File: src/hw/rtl/jte_pkg.sv
package jte_pkg;

    localparam int TABLE_SLOTS_DEF = 16;

    localparam int FUNC_W = 3;
    localparam int PID_W  = 22;
    localparam int JIDF_W = 5;
    localparam int ST_W   = 2;
    localparam int SLOTF_W = 4;
    localparam int JID_STORE_W = 32;

    localparam logic [FUNC_W-1:0] FUNC_ADD    = 3'd0;
    localparam logic [FUNC_W-1:0] FUNC_DEL    = 3'd1;
    localparam logic [FUNC_W-1:0] FUNC_BY_PID = 3'd2;
    localparam logic [FUNC_W-1:0] FUNC_BY_JID = 3'd3;
    localparam logic [FUNC_W-1:0] FUNC_FG     = 3'd4;

    localparam logic [ST_W-1:0] RUN_FG = 2'd1;

    typedef struct packed {
        logic [FUNC_W-1:0] func;
        logic [PID_W-1:0]  proc_id;
        logic [JIDF_W-1:0] job_id_in;
        logic [ST_W-1:0]   run_state_in;
    } req_t;

    typedef struct packed {
        logic               ok;
        logic [PID_W-1:0]   found_pid;
        logic [JIDF_W-1:0]  found_jid;
        logic [ST_W-1:0]    found_state;
        logic [SLOTF_W-1:0] slot_index;
    } rsp_t;

    typedef enum logic [1:0] {
        S_IDLE,
        S_SCAN,
        S_MAX,
        S_RESP
    } state_t;

endpackage

File: src/hw/rtl/jte_table.sv
module jte_table #(
    parameter int TABLE_SLOTS = jte_pkg::TABLE_SLOTS_DEF,
    parameter int SLOT_W = (TABLE_SLOTS > 1) ? $clog2(TABLE_SLOTS) : 1,
    parameter int DATA_W = jte_pkg::PID_W + jte_pkg::JID_STORE_W + jte_pkg::ST_W
) (
    input  logic              clk,
    input  logic              rst_n,
    input  logic              rd_en,
    input  logic [SLOT_W-1:0] rd_addr,
    output logic [DATA_W-1:0] rd_data,
    input  logic              wr_en,
    input  logic [SLOT_W-1:0] wr_addr,
    input  logic [DATA_W-1:0] wr_data
);

    logic [DATA_W-1:0]      mem [TABLE_SLOTS];
    logic [TABLE_SLOTS-1:0] valid_reg;
    logic [DATA_W-1:0]      rd_data_reg;
    logic                   rd_valid_reg;

    always_ff @(posedge clk or negedge rst_n)
    begin
        if (!rst_n)
        begin
            valid_reg    <= '0;
            rd_valid_reg <= 1'b0;
        end
        else
        begin
            if (wr_en)
            begin
                valid_reg[wr_addr] <= 1'b1;
            end
            if (rd_en)
            begin
                rd_valid_reg <= valid_reg[rd_addr];
            end
        end
    end

    always_ff @(posedge clk)
    begin
        if (wr_en)
        begin
            mem[wr_addr] <= wr_data;
        end
        if (rd_en)
        begin
            rd_data_reg <= mem[rd_addr];
        end
    end

    assign rd_data = rd_valid_reg ? rd_data_reg : '0;

endmodule

File: src/hw/rtl/jte_ctrl.sv
module jte_ctrl #(
    parameter int TABLE_SLOTS = jte_pkg::TABLE_SLOTS_DEF,
    parameter int SLOT_W = (TABLE_SLOTS > 1) ? $clog2(TABLE_SLOTS) : 1,
    parameter int JID_W  = jte_pkg::JID_STORE_W,
    parameter int DATA_W = jte_pkg::PID_W + JID_W + jte_pkg::ST_W
) (
    input  logic              clk,
    input  logic              rst_n,
    input  logic              req_valid,
    output logic              req_ready,
    input  jte_pkg::req_t     req,
    output logic              rsp_valid,
    input  logic              rsp_ready,
    output jte_pkg::rsp_t     rsp,
    output logic              rd_en,
    output logic [SLOT_W-1:0] rd_addr,
    input  logic [DATA_W-1:0] rd_data,
    output logic              wr_en,
    output logic [SLOT_W-1:0] wr_addr,
    output logic [DATA_W-1:0] wr_data
);

    localparam int PID_W = jte_pkg::PID_W;
    localparam int ST_W  = jte_pkg::ST_W;
    localparam int CNT_W = $clog2(TABLE_SLOTS + 1);
    localparam int JC_W  = (JID_W > jte_pkg::JIDF_W) ? JID_W : jte_pkg::JIDF_W;
    localparam logic [CNT_W-1:0] LAST_CNT = CNT_W'(TABLE_SLOTS);
    localparam logic [JID_W-1:0] LAST_JID = JID_W'(TABLE_SLOTS);

    jte_pkg::state_t state_reg, state_next;
    jte_pkg::req_t   req_reg, req_next;
    jte_pkg::rsp_t   rsp_reg, rsp_next;
    logic              rsp_valid_reg, rsp_valid_next;
    logic [CNT_W-1:0]  cnt_reg, cnt_next;
    logic              pend_reg, pend_next;
    logic [SLOT_W-1:0] pidx_reg, pidx_next;
    logic              hit_reg, hit_next;
    logic [SLOT_W-1:0] hit_slot_reg, hit_slot_next;
    logic [PID_W-1:0]  hit_pid_reg, hit_pid_next;
    logic [JID_W-1:0]  hit_jid_reg, hit_jid_next;
    logic [ST_W-1:0]   hit_st_reg, hit_st_next;
    logic [JID_W-1:0]  next_jid_reg, next_jid_next;
    logic [JID_W-1:0]  max_reg, max_next;

    logic [PID_W-1:0] e_pid;
    logic [JID_W-1:0] e_jid;
    logic [ST_W-1:0]  e_st;
    logic             match;
    logic             refused;
    logic             issue;
    logic             accept;
    logic             rsp_free;
    logic [JID_W-1:0] max_upd;

    assign e_pid = rd_data[DATA_W-1 -: PID_W];
    assign e_jid = rd_data[ST_W +: JID_W];
    assign e_st  = rd_data[ST_W-1:0];

    assign accept   = req_valid && req_ready;
    assign issue    = (cnt_reg < LAST_CNT);
    assign rsp_free = !rsp_valid_reg || rsp_ready;
    assign max_upd  = (e_jid > max_reg) ? e_jid : max_reg;

    always_comb
    begin
        unique case (req_reg.func)
            jte_pkg::FUNC_ADD:    match = (e_pid == '0);
            jte_pkg::FUNC_DEL:    match = (e_pid == req_reg.proc_id);
            jte_pkg::FUNC_BY_PID: match = (e_pid == req_reg.proc_id);
            jte_pkg::FUNC_BY_JID: match = (JC_W'(e_jid) == JC_W'(req_reg.job_id_in));
            jte_pkg::FUNC_FG:     match = (e_st == jte_pkg::RUN_FG);
            default:              match = 1'b0;
        endcase
    end

    always_comb
    begin
        unique case (req.func)
            jte_pkg::FUNC_ADD,
            jte_pkg::FUNC_DEL,
            jte_pkg::FUNC_BY_PID: refused = (req.proc_id == '0);
            jte_pkg::FUNC_BY_JID: refused = (req.job_id_in == '0);
            jte_pkg::FUNC_FG:     refused = 1'b0;
            default:              refused = 1'b1;
        endcase
    end

    always_comb
    begin
        state_next = state_reg;
        unique case (state_reg)
            jte_pkg::S_IDLE:
            begin
                if (accept)
                begin
                    state_next = refused ? jte_pkg::S_RESP : jte_pkg::S_SCAN;
                end
            end
            jte_pkg::S_SCAN:
            begin
                if (pend_reg && match)
                begin
                    state_next = (req_reg.func == jte_pkg::FUNC_DEL) ? jte_pkg::S_MAX
                                                                    : jte_pkg::S_RESP;
                end
                else if (pend_reg && !issue)
                begin
                    state_next = jte_pkg::S_RESP;
                end
            end
            jte_pkg::S_MAX:
            begin
                if (pend_reg && !issue)
                begin
                    state_next = jte_pkg::S_RESP;
                end
            end
            jte_pkg::S_RESP:
            begin
                if (rsp_free)
                begin
                    state_next = jte_pkg::S_IDLE;
                end
            end
            default: state_next = jte_pkg::S_IDLE;
        endcase
    end

    always_comb
    begin
        req_ready      = (state_reg == jte_pkg::S_IDLE);
        req_next       = req_reg;
        rsp_next       = rsp_reg;
        rsp_valid_next = rsp_valid_reg && !rsp_ready;
        cnt_next       = cnt_reg;
        pend_next      = 1'b0;
        pidx_next      = pidx_reg;
        hit_next       = hit_reg;
        hit_slot_next  = hit_slot_reg;
        hit_pid_next   = hit_pid_reg;
        hit_jid_next   = hit_jid_reg;
        hit_st_next    = hit_st_reg;
        next_jid_next  = next_jid_reg;
        max_next       = max_reg;
        rd_en          = 1'b0;
        rd_addr        = cnt_reg[SLOT_W-1:0];
        wr_en          = 1'b0;
        wr_addr        = pidx_reg;
        wr_data        = '0;
        unique case (state_reg)
            jte_pkg::S_IDLE:
            begin
                if (accept)
                begin
                    req_next = req;
                    cnt_next = '0;
                    hit_next = 1'b0;
                end
            end
            jte_pkg::S_SCAN:
            begin
                if (pend_reg && match)
                begin
                    hit_next      = 1'b1;
                    hit_slot_next = pidx_reg;
                    wr_en         = 1'b1;
                    cnt_next      = '0;
                    max_next      = '0;
                    if (req_reg.func == jte_pkg::FUNC_ADD)
                    begin
                        wr_data       = {req_reg.proc_id, next_jid_reg, req_reg.run_state_in};
                        hit_pid_next  = req_reg.proc_id;
                        hit_jid_next  = next_jid_reg;
                        hit_st_next   = req_reg.run_state_in;
                        next_jid_next = (next_jid_reg >= LAST_JID) ? JID_W'(1)
                                                                   : next_jid_reg + JID_W'(1);
                    end
                    else
                    begin
                        wr_en        = (req_reg.func == jte_pkg::FUNC_DEL);
                        hit_pid_next = e_pid;
                        hit_jid_next = e_jid;
                        hit_st_next  = e_st;
                    end
                end
                else if (issue)
                begin
                    rd_en     = 1'b1;
                    pend_next = 1'b1;
                    pidx_next = cnt_reg[SLOT_W-1:0];
                    cnt_next  = cnt_reg + CNT_W'(1);
                end
            end
            jte_pkg::S_MAX:
            begin
                if (pend_reg)
                begin
                    max_next = max_upd;
                end
                if (issue)
                begin
                    rd_en     = 1'b1;
                    pend_next = 1'b1;
                    cnt_next  = cnt_reg + CNT_W'(1);
                end
                else if (pend_reg)
                begin
                    next_jid_next = max_upd + JID_W'(1);
                end
            end
            jte_pkg::S_RESP:
            begin
                if (rsp_free)
                begin
                    rsp_valid_next       = 1'b1;
                    rsp_next.ok          = hit_reg;
                    rsp_next.found_pid   = hit_reg ? hit_pid_reg : '0;
                    rsp_next.found_jid   = hit_reg ? jte_pkg::JIDF_W'(hit_jid_reg) : '0;
                    rsp_next.found_state = hit_reg ? hit_st_reg : '0;
                    rsp_next.slot_index  = hit_reg ? jte_pkg::SLOTF_W'(hit_slot_reg) : '0;
                end
            end
            default: ;
        endcase
    end

    always_ff @(posedge clk or negedge rst_n)
    begin
        if (!rst_n)
        begin
            state_reg     <= jte_pkg::S_IDLE;
            rsp_valid_reg <= 1'b0;
            cnt_reg       <= '0;
            pend_reg      <= 1'b0;
            hit_reg       <= 1'b0;
            next_jid_reg  <= JID_W'(1);
        end
        else
        begin
            state_reg     <= state_next;
            rsp_valid_reg <= rsp_valid_next;
            cnt_reg       <= cnt_next;
            pend_reg      <= pend_next;
            hit_reg       <= hit_next;
            next_jid_reg  <= next_jid_next;
        end
    end

    always_ff @(posedge clk)
    begin
        req_reg      <= req_next;
        rsp_reg      <= rsp_next;
        pidx_reg     <= pidx_next;
        hit_slot_reg <= hit_slot_next;
        hit_pid_reg  <= hit_pid_next;
        hit_jid_reg  <= hit_jid_next;
        hit_st_reg   <= hit_st_next;
        max_reg      <= max_next;
    end

    assign rsp_valid = rsp_valid_reg;
    assign rsp       = rsp_reg;

endmodule

File: src/hw/rtl/job_table_engine_core.sv
// Job table of TABLE_SLOTS entries (process id, job id, run state) held in one
// synchronous memory that is scanned one slot per cycle, lowest slot first. A
// request is taken only while no other is in work; a finished word waits in
// the output register while the next request is taken. A lookup, add or delete
// stops scanning at the first matching slot or after the last slot; a refused
// request goes straight to the result. A delete that hits adds a full second
// scan for the largest remaining job id. A stalled output adds its stall. The
// memory read is registered. Job ids are stored at 32 bits since deletes can
// push them past the table size; the result shows their low 5 bits. Reset
// clears the per-slot valid flags at once, so no clearing pass follows reset.
module job_table_engine_core #(
    parameter int TABLE_SLOTS = jte_pkg::TABLE_SLOTS_DEF
) (
    input  logic          clk,
    input  logic          rst_n,
    input  logic          req_valid,
    output logic          req_ready,
    input  jte_pkg::req_t req,
    output logic          rsp_valid,
    input  logic          rsp_ready,
    output jte_pkg::rsp_t rsp
);

    localparam int SLOT_W = (TABLE_SLOTS > 1) ? $clog2(TABLE_SLOTS) : 1;
    localparam int JID_W  = jte_pkg::JID_STORE_W;
    localparam int DATA_W = jte_pkg::PID_W + JID_W + jte_pkg::ST_W;

    logic              rd_en;
    logic [SLOT_W-1:0] rd_addr;
    logic [DATA_W-1:0] rd_data;
    logic              wr_en;
    logic [SLOT_W-1:0] wr_addr;
    logic [DATA_W-1:0] wr_data;

    jte_table #(
        .TABLE_SLOTS (TABLE_SLOTS),
        .SLOT_W      (SLOT_W),
        .DATA_W      (DATA_W)
    ) u_table (
        .clk     (clk),
        .rst_n   (rst_n),
        .rd_en   (rd_en),
        .rd_addr (rd_addr),
        .rd_data (rd_data),
        .wr_en   (wr_en),
        .wr_addr (wr_addr),
        .wr_data (wr_data)
    );

    jte_ctrl #(
        .TABLE_SLOTS (TABLE_SLOTS),
        .SLOT_W      (SLOT_W),
        .JID_W       (JID_W),
        .DATA_W      (DATA_W)
    ) u_ctrl (
        .clk       (clk),
        .rst_n     (rst_n),
        .req_valid (req_valid),
        .req_ready (req_ready),
        .req       (req),
        .rsp_valid (rsp_valid),
        .rsp_ready (rsp_ready),
        .rsp       (rsp),
        .rd_en     (rd_en),
        .rd_addr   (rd_addr),
        .rd_data   (rd_data),
        .wr_en     (wr_en),
        .wr_addr   (wr_addr),
        .wr_data   (wr_data)
    );

endmodule

File: config.mk
export PLATFORM = sky130hd
export DESIGN_NAME = job_table_engine_core
export DESIGN_NICKNAME = d
export VERILOG_FILES = /design/src/hw/rtl/jte_pkg.sv /design/src/hw/rtl/jte_table.sv /design/src/hw/rtl/jte_ctrl.sv /design/src/hw/rtl/job_table_engine_core.sv
export SDC_FILE = /design/constraint.sdc
export NUM_CORES = 1
export LEC_CHECK = 0
export BUFFER_PORTS_ARGS = -buffer_cell sky130_fd_sc_hd__buf_4
export CELL_PAD_IN_SITES_DETAIL_PLACEMENT = 1
export CELL_PAD_IN_SITES_GLOBAL_PLACEMENT = 2
export CORE_UTILIZATION = 53
export DETAILED_ROUTE_END_ITERATION = 10
export GPL_TIMING_DRIVEN = 0
export PLACE_DENSITY = 0.83
export SLEW_MARGIN = 30
export SYNTH_ARGS = -nofsm -noshare
export SYNTH_HDL_FRONTEND = slang
export SYNTH_HIERARCHICAL = 1
export SYNTH_SLANG_ARGS = --single-unit
File: constraint.sdc
create_clock -name clk -period 16.1 [get_ports clk]
set_clock_uncertainty 0.2 [all_clocks]
set_input_delay 3.22 -clock clk [delete_from_list [all_inputs] [get_ports clk]]
set_output_delay 3.22 -clock clk [all_outputs]
set_load 0.01 [all_outputs]
==> results of run 1 <==
## cells by family after synthesis
family | after synthesis
flip-flops | 1146
AND/OR/NAND/NOR | 543
multiplexers | 328
buffers and inverters | 162
AO/OA/AOI/OAI | 113
XOR/XNOR | 89
adder cells (fa/ha/maj) | 41
## placed cells by master, fill, tap and decap left out, types with 49 or more instances in the layout
cell / count
and2_1: 142
buf_16: 49
buf_4: 133
clkbuf_1: 72
clkbuf_16: 114
dfrtp_1: 58
edfxtp_1: 1087
mux4_1: 70
mux4_2: 214
nand2_1: 134
nor2_1: 70
xnor2_1: 60
## synth_stat cells, types with 20 or more instances
| cell | n |
|---|---|
| xnor2_1 | 60 |
| buf_4 | 20 |
| nor2_1 | 85 |
| mux4_1 | 70 |
| mux4_2 | 214 |
| nand3_1 | 43 |
| o21ai_0 | 26 |
| a21oi_1 | 30 |
| and2_1 | 142 |
| nor4_1 | 26 |
| nor3_1 | 24 |
| inv_1 | 44 |
| edfxtp_1 | 1087 |
| a22o_1 | 27 |
| ha_1 | 41 |
| dfrtp_1 | 58 |
| nand2_1 | 134 |
| clkbuf_1 | 49 |
| mux2i_1 | 38 |
| nand4_1 | 28 |
| xor2_1 | 29 |
## power by group
part | switching, uW | internal, uW | total (uW)
sequential | 222 | 3480 | 3700
combinational | 868 | 587 | 1450
clock | 1130 | 1400 | 2520
## worst max path at each step
stage          cells past startpoint                 start  slack [ps]                     to
2_1_floorplan                     14  u_table/rd_valid_reg        8650   u_table/valid_reg[0]
6_report                          17  u_table/rd_valid_reg        9570     u_table/mem[8][15]
5_1_grt                           17  u_table/rd_valid_reg        9290     u_table/mem[8][18]
4_1_cts                           16  u_table/rd_valid_reg        9790    u_table/mem[12][22]
3_5_place_dp                      16  u_table/rd_valid_reg        9860    u_table/mem[12][25]
3_3_place_gp                      13  u_table/rd_valid_reg        2070  u_table/valid_reg[12]
## per-layer routing
metal	wire, um	share of wire, %
met4	3460	2.6
met2	64500	48
met1	51600	38
met5	0	0
met3	14800	11
## critical path: cells and delay by family (launching register included)
kind,cells,cell delay [ps]
flops,1,450
simple gates,8,3590
buf+inv,7,1540
compound gates,2,430
## layout make-up
class / count / share of cell area (%)
Sequential cell: 1146 / 62.6
Multi-Input combinational cell: 1114 / 22.3
Inverter: 45 / 0.310
Tap cell: 1155 / 2.65
Clock inverter: 56 / 0.838
Antenna cell: 4 / 0.0184
Clock buffer: 145 / 5.52
Timing Repair Buffer: 173 / 4.33
Buffer: 117 / 1.36
## metrics by stage
step / setup slack (ps) / utilization [%] / std cells / area [um2]
after global routing: 9290 / 62.4 / 3951 / 54500
after global placement: 2070 / 56.1 / 3648 / 49000
final: 9570 / 62.4 / 3955 / 54500
after floorplan: 8650 / - / 2422 / 47000
after detailed placement: 9860 / 58.4 / 3749 / 51000
after CTS: 9790 / 62.4 / 3950 / 54400
==> impl_metrics.xml, run 1 <==
<?xml version="1.0" encoding="UTF-8"?>
<metrics>
  <group name="worst_setup_path">
    <metric name="worst_path_max_delay_cell" unit="">nor3_2</metric>
    <metric name="cp_cell_sequence" unit="">clkbuf_1, clkbuf_1, and2_1, nor4b_1, nand4_1, nor4_1, a21oi_2, a21oi_2, nand2_1, nor3_1, nand3b_1, nor3_2, buf_6, buf_4, buf_4, buf_4, buf_4</metric>
    <metric name="critical_path_arrival" unit="ps">6720</metric>
    <metric name="critical_path.max_fanout" unit="">10</metric>
    <metric name="reg2reg_depth" unit="">17</metric>
    <metric name="r2r-start" unit="">u_table/rd_valid_reg</metric>
    <metric name="regToRegSetupSlack" unit="ps">9570</metric>
    <metric name="timing_worst_setup_path_type" unit="">reg -&gt; reg</metric>
    <metric name="worst_setup_path_start_kind" unit="">flop</metric>
    <metric name="crit-reg2reg-capture" unit="">u_table/mem[8][15]</metric>
    <metric name="cp-end-kind" unit="">flop</metric>
    <metric name="worst_path_largest_cell_delay" unit="ps">680</metric>
    <metric name="cp.required" unit="ps">16290</metric>
    <metric name="critical-path-top-cell-by-count" unit="">buf_4</metric>
  </group>
  <group name="final_layout">
    <metric name="area.growth.synth_to_final" unit="%">15.9</metric>
    <metric name="design.final.nets" unit="">2786</metric>
    <metric name="sequential_cell_area" unit="um2">34100</metric>
    <metric name="multi_input_combinational_cell_area" unit="um2">12200</metric>
    <metric name="num-fill-cells" unit="">7370</metric>
    <metric name="final_layout_size_suffix_gt1_share" unit="%">23.7</metric>
    <metric name="largest_register_ffs" unit="">896</metric>
  </group>
  <group name="synthesis">
    <metric name="flip_flop_cell_with_the_highest_count_after_synthesis" unit="">edfxtp_1</metric>
    <metric name="yosysTopAreaCell" unit="">edfxtp_1</metric>
    <metric name="synth_edf_count" unit="">1087</metric>
    <metric name="postSynth.asyncResetShare" unit="%">5.15</metric>
    <metric name="post_synth_num_cell_types" unit="">67</metric>
    <metric name="synth.top_cell.area_share" unit="%">69.4</metric>
    <metric name="seq_area_frac_synth" unit="%">72.6</metric>
    <metric name="synth_compound_gate_area_share" unit="%">1.60</metric>
    <metric name="yosys-mux-area-fraction" unit="%">15.1</metric>
    <metric name="synth_warnings" unit="">6</metric>
    <metric name="synthCells" unit="">2422</metric>
    <metric name="synth_xor_area_share" unit="%">1.66</metric>
    <metric name="syn_avg_cell_area" unit="um2">19.4</metric>
    <metric name="synth.area.top_cells" unit="">edfxtp_1 69%, mux4_2 10%, mux4_1 3.9%</metric>
    <metric name="synth-seq-cells" unit="">1146</metric>
    <metric name="synth_top_family_by_area" unit="">multiplexers</metric>
    <metric name="syn_area" unit="um2">47000</metric>
    <metric name="yosys.area_share.simple" unit="%">6.04</metric>
    <metric name="syn_nets" unit="">2499</metric>
    <metric name="synth-adder-area-share" unit="%">1.09</metric>
  </group>
  <group name="sta">
    <metric name="relSlewSlack" unit="%">30.8</metric>
    <metric name="finalSetupViolCount" unit="">0</metric>
    <metric name="fin_crit" unit="ps">6530</metric>
    <metric name="post_route_setup_tns" unit="ps">0</metric>
    <metric name="rsz_0062_raised_after_global_routing" unit="">false</metric>
    <metric name="finalHoldViolCount" unit="">0</metric>
    <metric name="hold-worst-slack" unit="ps">279</metric>
    <metric name="slew_viol_final" unit="">0</metric>
    <metric name="timing_worst_slew_pin_value" unit="ps">1040</metric>
    <metric name="fmax" unit="MHz">153</metric>
    <metric name="period_share" unit="%">40.6</metric>
  </group>
  <group name="detailed_routing">
    <metric name="ant_nets" unit="">0</metric>
    <metric name="route.detailed.drc" unit="">0</metric>
    <metric name="post_drt_via_cell_ratio" unit="">6.48</metric>
    <metric name="wire_per_inst" unit="um">34.0</metric>
    <metric name="detail_route.wirelength" unit="um">134000</metric>
    <metric name="firstDrtPassIters" unit="">5</metric>
    <metric name="routed-via-count" unit="">25616</metric>
    <metric name="drtIter0Drc" unit="">3091</metric>
  </group>
  <group name="floorplanning">
    <metric name="fp.dieH" unit="um">300</metric>
    <metric name="placementRows" unit="">108</metric>
    <metric name="core-area" unit="um2">87300</metric>
    <metric name="io-pin-count" unit="">72</metric>
    <metric name="die_width" unit="um">300</metric>
    <metric name="start_util" unit="%">53.9</metric>
    <metric name="area_of_the_die" unit="um2">89900</metric>
  </group>
  <group name="grt">
    <metric name="groute.layer.met2.usage" unit="%">48.6</metric>
    <metric name="grt.total_usage" unit="%">30.4</metric>
    <metric name="antenna_violations_before_repair" unit="">8</metric>
    <metric name="vias_in_the_first_global_route" unit="">26639</metric>
    <metric name="grt_use_met1" unit="%">42.2</metric>
    <metric name="globalRoute.totalOverflow" unit="">0</metric>
    <metric name="grt_max_degree" unit="">60</metric>
    <metric name="most_utilized_layer_in_the_global_route_result" unit="">met2</metric>
    <metric name="grt_first_pass_wirelength" unit="um">193000</metric>
    <metric name="grt_util_met3" unit="%">7.40</metric>
  </group>
  <group name="placed_design">
    <metric name="gpl.final_weighted_congestion" unit="">0.870</metric>
    <metric name="placement.io_buffers" unit="">71</metric>
    <metric name="dp.final_hpwl" unit="um">88700</metric>
  </group>
  <group name="run_status">
    <metric name="outcome" unit="">completed</metric>
  </group>
  <group name="clock_network">
    <metric name="count_of_h_tree_levels_built_during_cts" unit="">3</metric>
    <metric name="tritoncts_num_sinks" unit="">1146</metric>
    <metric name="cts.path.max_buffers" unit="">3</metric>
    <metric name="worst_skew_pair_latency" unit="ps">700</metric>
    <metric name="clock-root-buffer" unit="">clkbuf_16</metric>
    <metric name="cts_post_setup_buffers_inserted" unit="">0</metric>
    <metric name="clkSlewWorstSetupHoldPaths" unit="ps">70</metric>
    <metric name="post_cts_resized" unit="">0</metric>
    <metric name="cts_hold_repair.buffers" unit="">0</metric>
    <metric name="cts-buffers-inserted" unit="">112</metric>
    <metric name="cts_tree" unit="">built</metric>
  </group>
  <group name="power_and_ir_drop">
    <metric name="p_leak" unit="uW">0.0181</metric>
    <metric name="worst_ir_drop_vdd" unit="V">0.000101</metric>
    <metric name="pwr_density_cell" unit="nW/um2">141</metric>
    <metric name="finalPower" unit="uW">7680</metric>
  </group>
  <group name="flow_run">
    <metric name="cap_viol_max_count" unit="">0</metric>
  </group>
  <group name="min_path">
    <metric name="min_path_cells" unit="">1</metric>
    <metric name="hold_path_end" unit="">u_table/valid_reg[14]</metric>
    <metric name="hold_start" unit="">u_table/valid_reg[14]</metric>
    <metric name="timing.hold.worst.class" unit="">reg -&gt; reg</metric>
  </group>
</metrics>
(Power assumes the default switching activity.)
==> run 2, diff against run 1 <==
--- a/config.mk
+++ b/config.mk
@@ -8,10 +8,10 @@
 export BUFFER_PORTS_ARGS = -buffer_cell sky130_fd_sc_hd__buf_4
 export CELL_PAD_IN_SITES_DETAIL_PLACEMENT = 1
 export CELL_PAD_IN_SITES_GLOBAL_PLACEMENT = 2
-export CORE_UTILIZATION = 53
+export CORE_UTILIZATION = 45
 export DETAILED_ROUTE_END_ITERATION = 10
 export GPL_TIMING_DRIVEN = 0
-export PLACE_DENSITY = 0.83
+export PLACE_DENSITY = 0.75
 export SLEW_MARGIN = 30
 export SYNTH_ARGS = -nofsm -noshare
 export SYNTH_HDL_FRONTEND = slang
==> constraint.sdc (replaced) <==
create_clock -name clk -period 5.2 [get_ports clk]
set_clock_uncertainty 0.2 [all_clocks]
set_input_delay 1.04 -clock clk [delete_from_list [all_inputs] [get_ports clk]]
set_output_delay 1.04 -clock clk [all_outputs]
set_load 0.01 [all_outputs]
==> run 2 against run 1 <==
Compared with the run above:
- hold slack got worse by 31 ps
- clock-buffer cell count down 9
- fmax up 30%
- sequential cell count is the same
- die area up 18%
- cell count is 5.8% higher
- sequential share of layout area fell by 0.71 points
- core utilization fell by 9.2 points
- largest cell class unchanged
==> impl_metrics.xml, run 2 (synthesis results as in run 1) <==
<?xml version="1.0" encoding="UTF-8"?>
<metrics>
  <group name="run_status">
    <metric name="outcome" unit="">completed</metric>
  </group>
  <group name="detailed_routing">
    <metric name="firstDrtPassIters" unit="">5</metric>
    <metric name="drtIter0Drc" unit="">2252</metric>
    <metric name="detail_route.wirelength" unit="um">128000</metric>
    <metric name="m1WireLength" unit="um">53600</metric>
    <metric name="met3_length" unit="um">7530</metric>
    <metric name="wire_per_inst" unit="um">30.6</metric>
    <metric name="ant_nets" unit="">0</metric>
    <metric name="routed-via-count" unit="">24710</metric>
    <metric name="met2_wirelength" unit="um">64500</metric>
    <metric name="post_drt_via_cell_ratio" unit="">5.90</metric>
    <metric name="routed.top_layer" unit="">met5</metric>
    <metric name="route.detailed.drc" unit="">0</metric>
  </group>
  <group name="sta">
    <metric name="fin_crit" unit="ps">5030</metric>
    <metric name="timing_worst_slew_pin_value" unit="ps">1050</metric>
    <metric name="slew_viol_final" unit="">0</metric>
    <metric name="relSlewSlack" unit="%">30.2</metric>
    <metric name="finalSetupViolCount" unit="">0</metric>
    <metric name="hold-worst-slack" unit="ps">248</metric>
    <metric name="period_share" unit="%">96.8</metric>
    <metric name="post_route_setup_tns" unit="ps">0</metric>
    <metric name="final_critical_path_setup_slack" unit="ps">166</metric>
    <metric name="finalHoldViolCount" unit="">0</metric>
    <metric name="fmax" unit="MHz">199</metric>
  </group>
  <group name="worst_setup_path">
    <metric name="critical_path.max_fanout" unit="">18</metric>
    <metric name="worst_path_largest_cell_delay" unit="ps">530</metric>
    <metric name="worst_setup_path_start_kind" unit="">flop</metric>
    <metric name="timing_worst_setup_path_type" unit="">reg -&gt; reg</metric>
    <metric name="worst_path_max_delay_cell" unit="">nor2_4</metric>
    <metric name="critical_path_arrival" unit="ps">5210</metric>
    <metric name="cp.required" unit="ps">5380</metric>
    <metric name="cp_cell_sequence" unit="">buf_6, clkbuf_4, and2_1, clkbuf_2, nor4_2, nand4_1, nor4_4, a21oi_2, a21oi_4, nand2_4, nor3_4, buf_4, nand3b_1, buf_4, nor2_4, buf_16, buf_16</metric>
    <metric name="cp-end-kind" unit="">flop</metric>
  </group>
  <group name="power_and_ir_drop">
    <metric name="p_leak" unit="uW">0.0183</metric>
    <metric name="pwr_density_cell" unit="nW/um2">432</metric>
    <metric name="clock_power_share" unit="%">33.4</metric>
    <metric name="p_comb_share" unit="%">19.1</metric>
    <metric name="power.internal" unit="uW">17000</metric>
    <metric name="worst_ir_drop_vdd" unit="V">0.000356</metric>
    <metric name="pwr-share-seq" unit="%">47.5</metric>
    <metric name="power.switching_fraction" unit="%">28.5</metric>
    <metric name="net-switching-power" unit="uW">6800</metric>
  </group>
  <group name="clock_network">
    <metric name="clock-root-buffer" unit="">clkbuf_16</metric>
    <metric name="worst_skew_pair_latency" unit="ps">710</metric>
    <metric name="cts_tree" unit="">built</metric>
    <metric name="count_of_h_tree_levels_built_during_cts" unit="">3</metric>
    <metric name="cts-buffers-inserted" unit="">113</metric>
    <metric name="clkSlewWorstSetupHoldPaths" unit="ps">60</metric>
    <metric name="cts.path.max_buffers" unit="">3</metric>
    <metric name="tritoncts_num_sinks" unit="">1146</metric>
    <metric name="cts_hold_repair.buffers" unit="">0</metric>
  </group>
  <group name="final_layout">
    <metric name="num-fill-cells" unit="">9157</metric>
    <metric name="design_area" unit="um2">55100</metric>
    <metric name="most-common-layout-cells" unit="">1087 x edfxtp_1, 214 x mux4_2, 132 x nand2_1</metric>
    <metric name="design.final.nets" unit="">2785</metric>
    <metric name="largest_register_ffs" unit="">896</metric>
    <metric name="area.growth.synth_to_final" unit="%">17.2</metric>
    <metric name="mostFrequentLayoutCell" unit="">edfxtp_1</metric>
    <metric name="final_layout_size_suffix_gt1_share" unit="%">25.6</metric>
  </group>
  <group name="floorplanning">
    <metric name="placementRows" unit="">118</metric>
    <metric name="core-area" unit="um2">103000</metric>
    <metric name="start_util" unit="%">45.4</metric>
    <metric name="io-pin-count" unit="">72</metric>
    <metric name="fp.dieH" unit="um">325</metric>
    <metric name="area_of_the_die" unit="um2">106000</metric>
    <metric name="die_width" unit="um">325</metric>
  </group>
  <group name="grt">
    <metric name="grt_first_pass_wirelength" unit="um">186000</metric>
    <metric name="vias_in_the_first_global_route" unit="">26269</metric>
    <metric name="grt.total_usage" unit="%">24.3</metric>
    <metric name="globalRoute.totalOverflow" unit="">0</metric>
    <metric name="antenna_violations_before_repair" unit="">3</metric>
    <metric name="grt_max_degree" unit="">60</metric>
  </group>
  <group name="placed_design">
    <metric name="placement.io_buffers" unit="">71</metric>
    <metric name="dp.final_hpwl" unit="um">89200</metric>
    <metric name="place_area" unit="um2">51200</metric>
    <metric name="dpl_worst_slack" unit="ps">-1380</metric>
    <metric name="gpl.final_weighted_congestion" unit="">0.848</metric>
  </group>
  <group name="flow_run">
    <metric name="cap_viol_max_count" unit="">0</metric>
  </group>
  <group name="min_path">
    <metric name="timing.hold.worst.class" unit="">in -&gt; async</metric>
  </group>
</metrics>
[run 2: changes by cell type in the layout (fill, tap and decap cells not counted), sizes merged]
cell,before,now
diode,4,2
buf,236,233
bufinv,5,8
clkinvlp,6,7
clkinv,41,56
clkbuf,199,191
[run 2: final timing paths]
| kind | from | endpoint | slack [ps] | cells past startpoint |
|---|---|---|---|---|
| max in group asynchronous | rst_n | u_ctrl/next_jid_reg[15] | 3950 | 1 |
| worst max register to register | u_table/rd_valid_reg | u_table/mem[7][25] | 170 | 17 |
| worst min-delay path | rst_n | u_ctrl/state_reg[1] | 250 | 1 |
| min in group clk | u_table/valid_reg[4] | u_table/valid_reg[4] | 270 | 1 |
| worst max-delay path | u_table/rd_valid_reg | u_table/mem[7][25] | 170 | 17 |
| worst min register to register | u_table/valid_reg[4] | u_table/valid_reg[4] | 270 | 1 |
[run 2: timing repair]
action                     in CTS  in global routing
setup endpoints to repair    1791               1136
pin swaps                       7                 10
setup buffers                  12                  8
gates resized for setup        46                 19
[run 2: power by group through the flow]
| stage | clock [uW] | combinational [uW] | sequential, uW |
|---|---|---|---|
| global route | 8380 | 4840 | 11400 |
| finish | 7960 | 4560 | 11300 |
| global placement | 0 | 4210 | 11500 |
| CTS | 8080 | 4610 | 11300 |
| floorplan | 0 | 2790 | 11200 |
| detailed placement | 0 | 4550 | 11500 |
[run 2: critical path: cells and delay by family, from the launching register on]
| family | cells | cell delay (ps) |
|---|---|---|
| AO/OA/AOI/OAI | 2 | 400 |
| flip-flops | 1 | 450 |
| buffers and inverters | 7 | 1410 |
| AND/OR/NAND/NOR | 8 | 2180 |
[run 2: per-stage QoR]
step,utilization [%],std cells,total power (uW)
floorplan,-,2422,14000
global placement,47.7,3873,15700
detailed placement,49.4,3953,16000
CTS,53.1,4176,24000
global route,53.2,4184,24600
finish,53.2,4186,23800
[run 2: cell type report]
class                           instances  area [um2]  area share, %
Buffer                                117         767           1.39
Tap cell                             1380        1730           3.13
Clock buffer                          136        2940           5.33
Sequential cell                      1146       34100           61.9
Antenna cell                            2        5.00        0.00908
Inverter                               45         169          0.306
Multi-Input combinational cell       1114       12300           22.4
Timing Repair Buffer                  171        2420           4.39
Clock inverter                         75         632           1.15
[run 2: metal layers]
metal / up-vias / global-route usage, %
met5: - / 0
met4: 4 / 5.95
li1: 10336 / -
met3: 143 / 3.38
met1: 13342 / 33.4
met2: 885 / 41.3
==> run 3, diff against run 2 <==
--- a/config.mk
+++ b/config.mk
@@ -8,10 +8,11 @@
 export BUFFER_PORTS_ARGS = -buffer_cell sky130_fd_sc_hd__buf_4
 export CELL_PAD_IN_SITES_DETAIL_PLACEMENT = 1
 export CELL_PAD_IN_SITES_GLOBAL_PLACEMENT = 2
-export CORE_UTILIZATION = 45
+export CORE_UTILIZATION = 53
 export DETAILED_ROUTE_END_ITERATION = 10
 export GPL_TIMING_DRIVEN = 0
-export PLACE_DENSITY = 0.75
+export PLACE_DENSITY = 0.83
+export REMOVE_ABC_BUFFERS = 1
 export SLEW_MARGIN = 30
 export SYNTH_ARGS = -nofsm -noshare
 export SYNTH_HDL_FRONTEND = slang
==> constraint.sdc (replaced) <==
create_clock -name clk -period 6.4 [get_ports clk]
set_clock_uncertainty 0.2 [all_clocks]
set_input_delay 1.28 -clock clk [delete_from_list [all_inputs] [get_ports clk]]
set_output_delay 1.28 -clock clk [all_outputs]
set_load 0.01 [all_outputs]
==> run 3 against run 2 <==
Compared with the run above:
- design area is 0.76% lower
- core utilization is 9.4 points higher
- fmax shrank 20%
- combinational power shrank 26%
- power decreased by 20%
- global-route usage is 3.8 points higher
- cell count decreased by 7.6%
- critical path type unchanged
- largest cell class unchanged
==> impl_metrics.xml, run 3 (synthesis results as in run 1) <==
<?xml version="1.0" encoding="UTF-8"?>
<metrics>
  <group name="sta">
    <metric name="fmax" unit="MHz">160</metric>
    <metric name="relSlewSlack" unit="%">34.2</metric>
    <metric name="hold-worst-slack" unit="ps">270</metric>
    <metric name="fin_crit" unit="ps">6270</metric>
    <metric name="rsz_0062_raised_after_global_routing" unit="">false</metric>
    <metric name="slew_viol_final" unit="">0</metric>
    <metric name="finalSetupViolCount" unit="">0</metric>
    <metric name="finalHoldViolCount" unit="">0</metric>
    <metric name="post_route_setup_tns" unit="ps">0</metric>
    <metric name="period_share" unit="%">97.9</metric>
    <metric name="timing_worst_slew_pin_value" unit="ps">981</metric>
  </group>
  <group name="power_and_ir_drop">
    <metric name="power.internal" unit="uW">13900</metric>
    <metric name="p_leak" unit="uW">0.0181</metric>
    <metric name="p_comb_share" unit="%">17.7</metric>
    <metric name="net-switching-power" unit="uW">5160</metric>
    <metric name="power.switching_fraction" unit="%">27.1</metric>
    <metric name="pwr-share-seq" unit="%">48.5</metric>
    <metric name="worst_ir_drop_vdd" unit="V">0.000255</metric>
    <metric name="clock_power_share" unit="%">33.8</metric>
    <metric name="pwr_density_cell" unit="nW/um2">349</metric>
  </group>
  <group name="detailed_routing">
    <metric name="detail_route.wirelength" unit="um">124000</metric>
    <metric name="route.detailed.drc" unit="">0</metric>
    <metric name="drtIter0Drc" unit="">2791</metric>
    <metric name="ant_nets" unit="">0</metric>
    <metric name="firstDrtPassIters" unit="">5</metric>
    <metric name="routed-via-count" unit="">24643</metric>
    <metric name="wire_per_inst" unit="um">32.0</metric>
    <metric name="post_drt_via_cell_ratio" unit="">6.37</metric>
  </group>
  <group name="final_layout">
    <metric name="num-fill-cells" unit="">7254</metric>
    <metric name="area.growth.synth_to_final" unit="%">16.3</metric>
    <metric name="diodes" unit="">0</metric>
    <metric name="mostFrequentLayoutCell" unit="">edfxtp_1</metric>
    <metric name="finalCoreUtilization" unit="%">62.7</metric>
    <metric name="post_layout_nonfiller_instances" unit="">3869</metric>
    <metric name="final_layout_size_suffix_gt1_share" unit="%">24.2</metric>
    <metric name="largest_register_ffs" unit="">896</metric>
    <metric name="design.final.nets" unit="">2705</metric>
    <metric name="most-common-layout-cells" unit="">1087 x edfxtp_1, 214 x mux4_2, 142 x and2_1</metric>
  </group>
  <group name="floorplanning">
    <metric name="fp.dieH" unit="um">300</metric>
    <metric name="core-area" unit="um2">87300</metric>
    <metric name="io-pin-count" unit="">72</metric>
    <metric name="die_width" unit="um">300</metric>
    <metric name="area_of_the_die" unit="um2">89900</metric>
    <metric name="placementRows" unit="">108</metric>
    <metric name="start_util" unit="%">53.9</metric>
  </group>
  <group name="clock_network">
    <metric name="clock-root-buffer" unit="">clkbuf_16</metric>
    <metric name="worst_skew_pair_latency" unit="ps">700</metric>
    <metric name="tritoncts_num_sinks" unit="">1146</metric>
    <metric name="cts_tree" unit="">built</metric>
    <metric name="cts.path.max_buffers" unit="">3</metric>
    <metric name="clkSlewWorstSetupHoldPaths" unit="ps">60</metric>
    <metric name="cts-buffers-inserted" unit="">112</metric>
    <metric name="count_of_h_tree_levels_built_during_cts" unit="">3</metric>
  </group>
  <group name="grt">
    <metric name="globalRoute.totalOverflow" unit="">0</metric>
    <metric name="antenna_violations_before_repair" unit="">0</metric>
    <metric name="grt_max_degree" unit="">60</metric>
    <metric name="grt_first_pass_wirelength" unit="um">183000</metric>
    <metric name="grt.total_usage" unit="%">28.1</metric>
    <metric name="vias_in_the_first_global_route" unit="">26542</metric>
  </group>
  <group name="placed_design">
    <metric name="placedCellCount" unit="">3668</metric>
    <metric name="gpl.final_weighted_congestion" unit="">0.820</metric>
    <metric name="dp.final_hpwl" unit="um">80900</metric>
    <metric name="placement.io_buffers" unit="">71</metric>
  </group>
  <group name="worst_setup_path">
    <metric name="cp-end-kind" unit="">flop</metric>
    <metric name="reg2reg_depth" unit="">16</metric>
    <metric name="worst_setup_path_start_kind" unit="">flop</metric>
    <metric name="critical_path.max_fanout" unit="">31</metric>
    <metric name="timing_worst_setup_path_type" unit="">reg -&gt; reg</metric>
    <metric name="critical_path_arrival" unit="ps">6450</metric>
    <metric name="cp.required" unit="ps">6580</metric>
  </group>
  <group name="min_path">
    <metric name="timing.hold.worst.class" unit="">reg -&gt; reg</metric>
    <metric name="min_path_cells" unit="">1</metric>
  </group>
  <group name="flow_run">
    <metric name="cap_viol_max_count" unit="">0</metric>
  </group>
  <group name="run_status">
    <metric name="outcome" unit="">completed</metric>
  </group>
</metrics>
==> run 3: cell types whose count changed in the layout (fill, tap and decap cells not counted), moves of 8 or more <==
cell	delta
clkbuf_2	-12
buf_6	-30
and2_2	-13
buf_8	-10
buf_4	+11
buf_2	-16
clkbuf_1	-38
clkinv_1	-8
and2_1	+19
buf_16	+23
==> run 3: metal layers <==
metal	wire length [um]	vias up	global-route usage [%]
met5	0	-	0
met4	3450	0	9.10
met3	8250	200	4.00
met2	62100	1028	46.7
met1	50100	13240	38.8
li1	-	10175	-
==> run 3: worst paths after layout <==
| path | from | endpoint | slack (ps) |
|---|---|---|---|
| min reg2reg | u_table/valid_reg[2] | u_table/valid_reg[2] | 270 |
| min in group asynchronous | rst_n | u_table/valid_reg[13] | 500 |
| max | u_table/rd_valid_reg | u_table/mem[0][20] | 130 |
| min | u_table/valid_reg[2] | u_table/valid_reg[2] | 270 |
| max in group asynchronous | rst_n | u_ctrl/cnt_reg[3] | 4800 |
| max reg2reg | u_table/rd_valid_reg | u_table/mem[0][20] | 130 |
==> run 3: power groups by stage <==
stage | registers (uW) | clock network [uW] | logic, uW
floorplan | 9540 | 0 | 1920
global placement | 9810 | 0 | 2420
detailed placement | 9370 | 0 | 3330
CTS | 9230 | 6560 | 3390
global route | 9280 | 6780 | 3580
finish | 9240 | 6450 | 3370
==> run 3: critical path, cell delays in order (launching register included) <==
cell	delay [ps]
dfrtp_4	660
buf_12	250
and2_1	230
xnor2_1	360
nand4_1	220
nor4_1	500
nand3_2	350
a21oi_2	370
nand2_2	290
nor3_2	390
or3b_2	620
nor3_4	360
buf_4	270
buf_4	220
buf_4	200
buf_4	200
buf_4	200
==> run 3: area by class of cell <==
cell class | count | area [um2] | share of cell area, %
Inverter | 45 | 169 | 0.309
Sequential cell | 1146 | 34100 | 62.4
Clock inverter | 59 | 572 | 1.05
Timing Repair Buffer | 209 | 3150 | 5.77
Tap cell | 1155 | 1450 | 2.64
Clock buffer | 141 | 2990 | 5.47
Multi-Input combinational cell | 1114 | 12200 | 22.3
==> run 3: per-stage QoR <==
step	setup slack [ps]	cell area, um2	power (uW)
after floorplan	-3270	46300	11500
after global placement	-10950	48300	12200
after detailed placement	-86.1	51100	12700
after CTS	131	54700	19200
after global routing	117	54700	19600
final	132	54700	19100
==> run 3: timing repair <==
action,4_1_cts,5_1_grt
gates resized for setup,3,4
buffers inserted,0,1
setup endpoints to repair,23,22
hold buffers,0,0
pin swaps,0,1
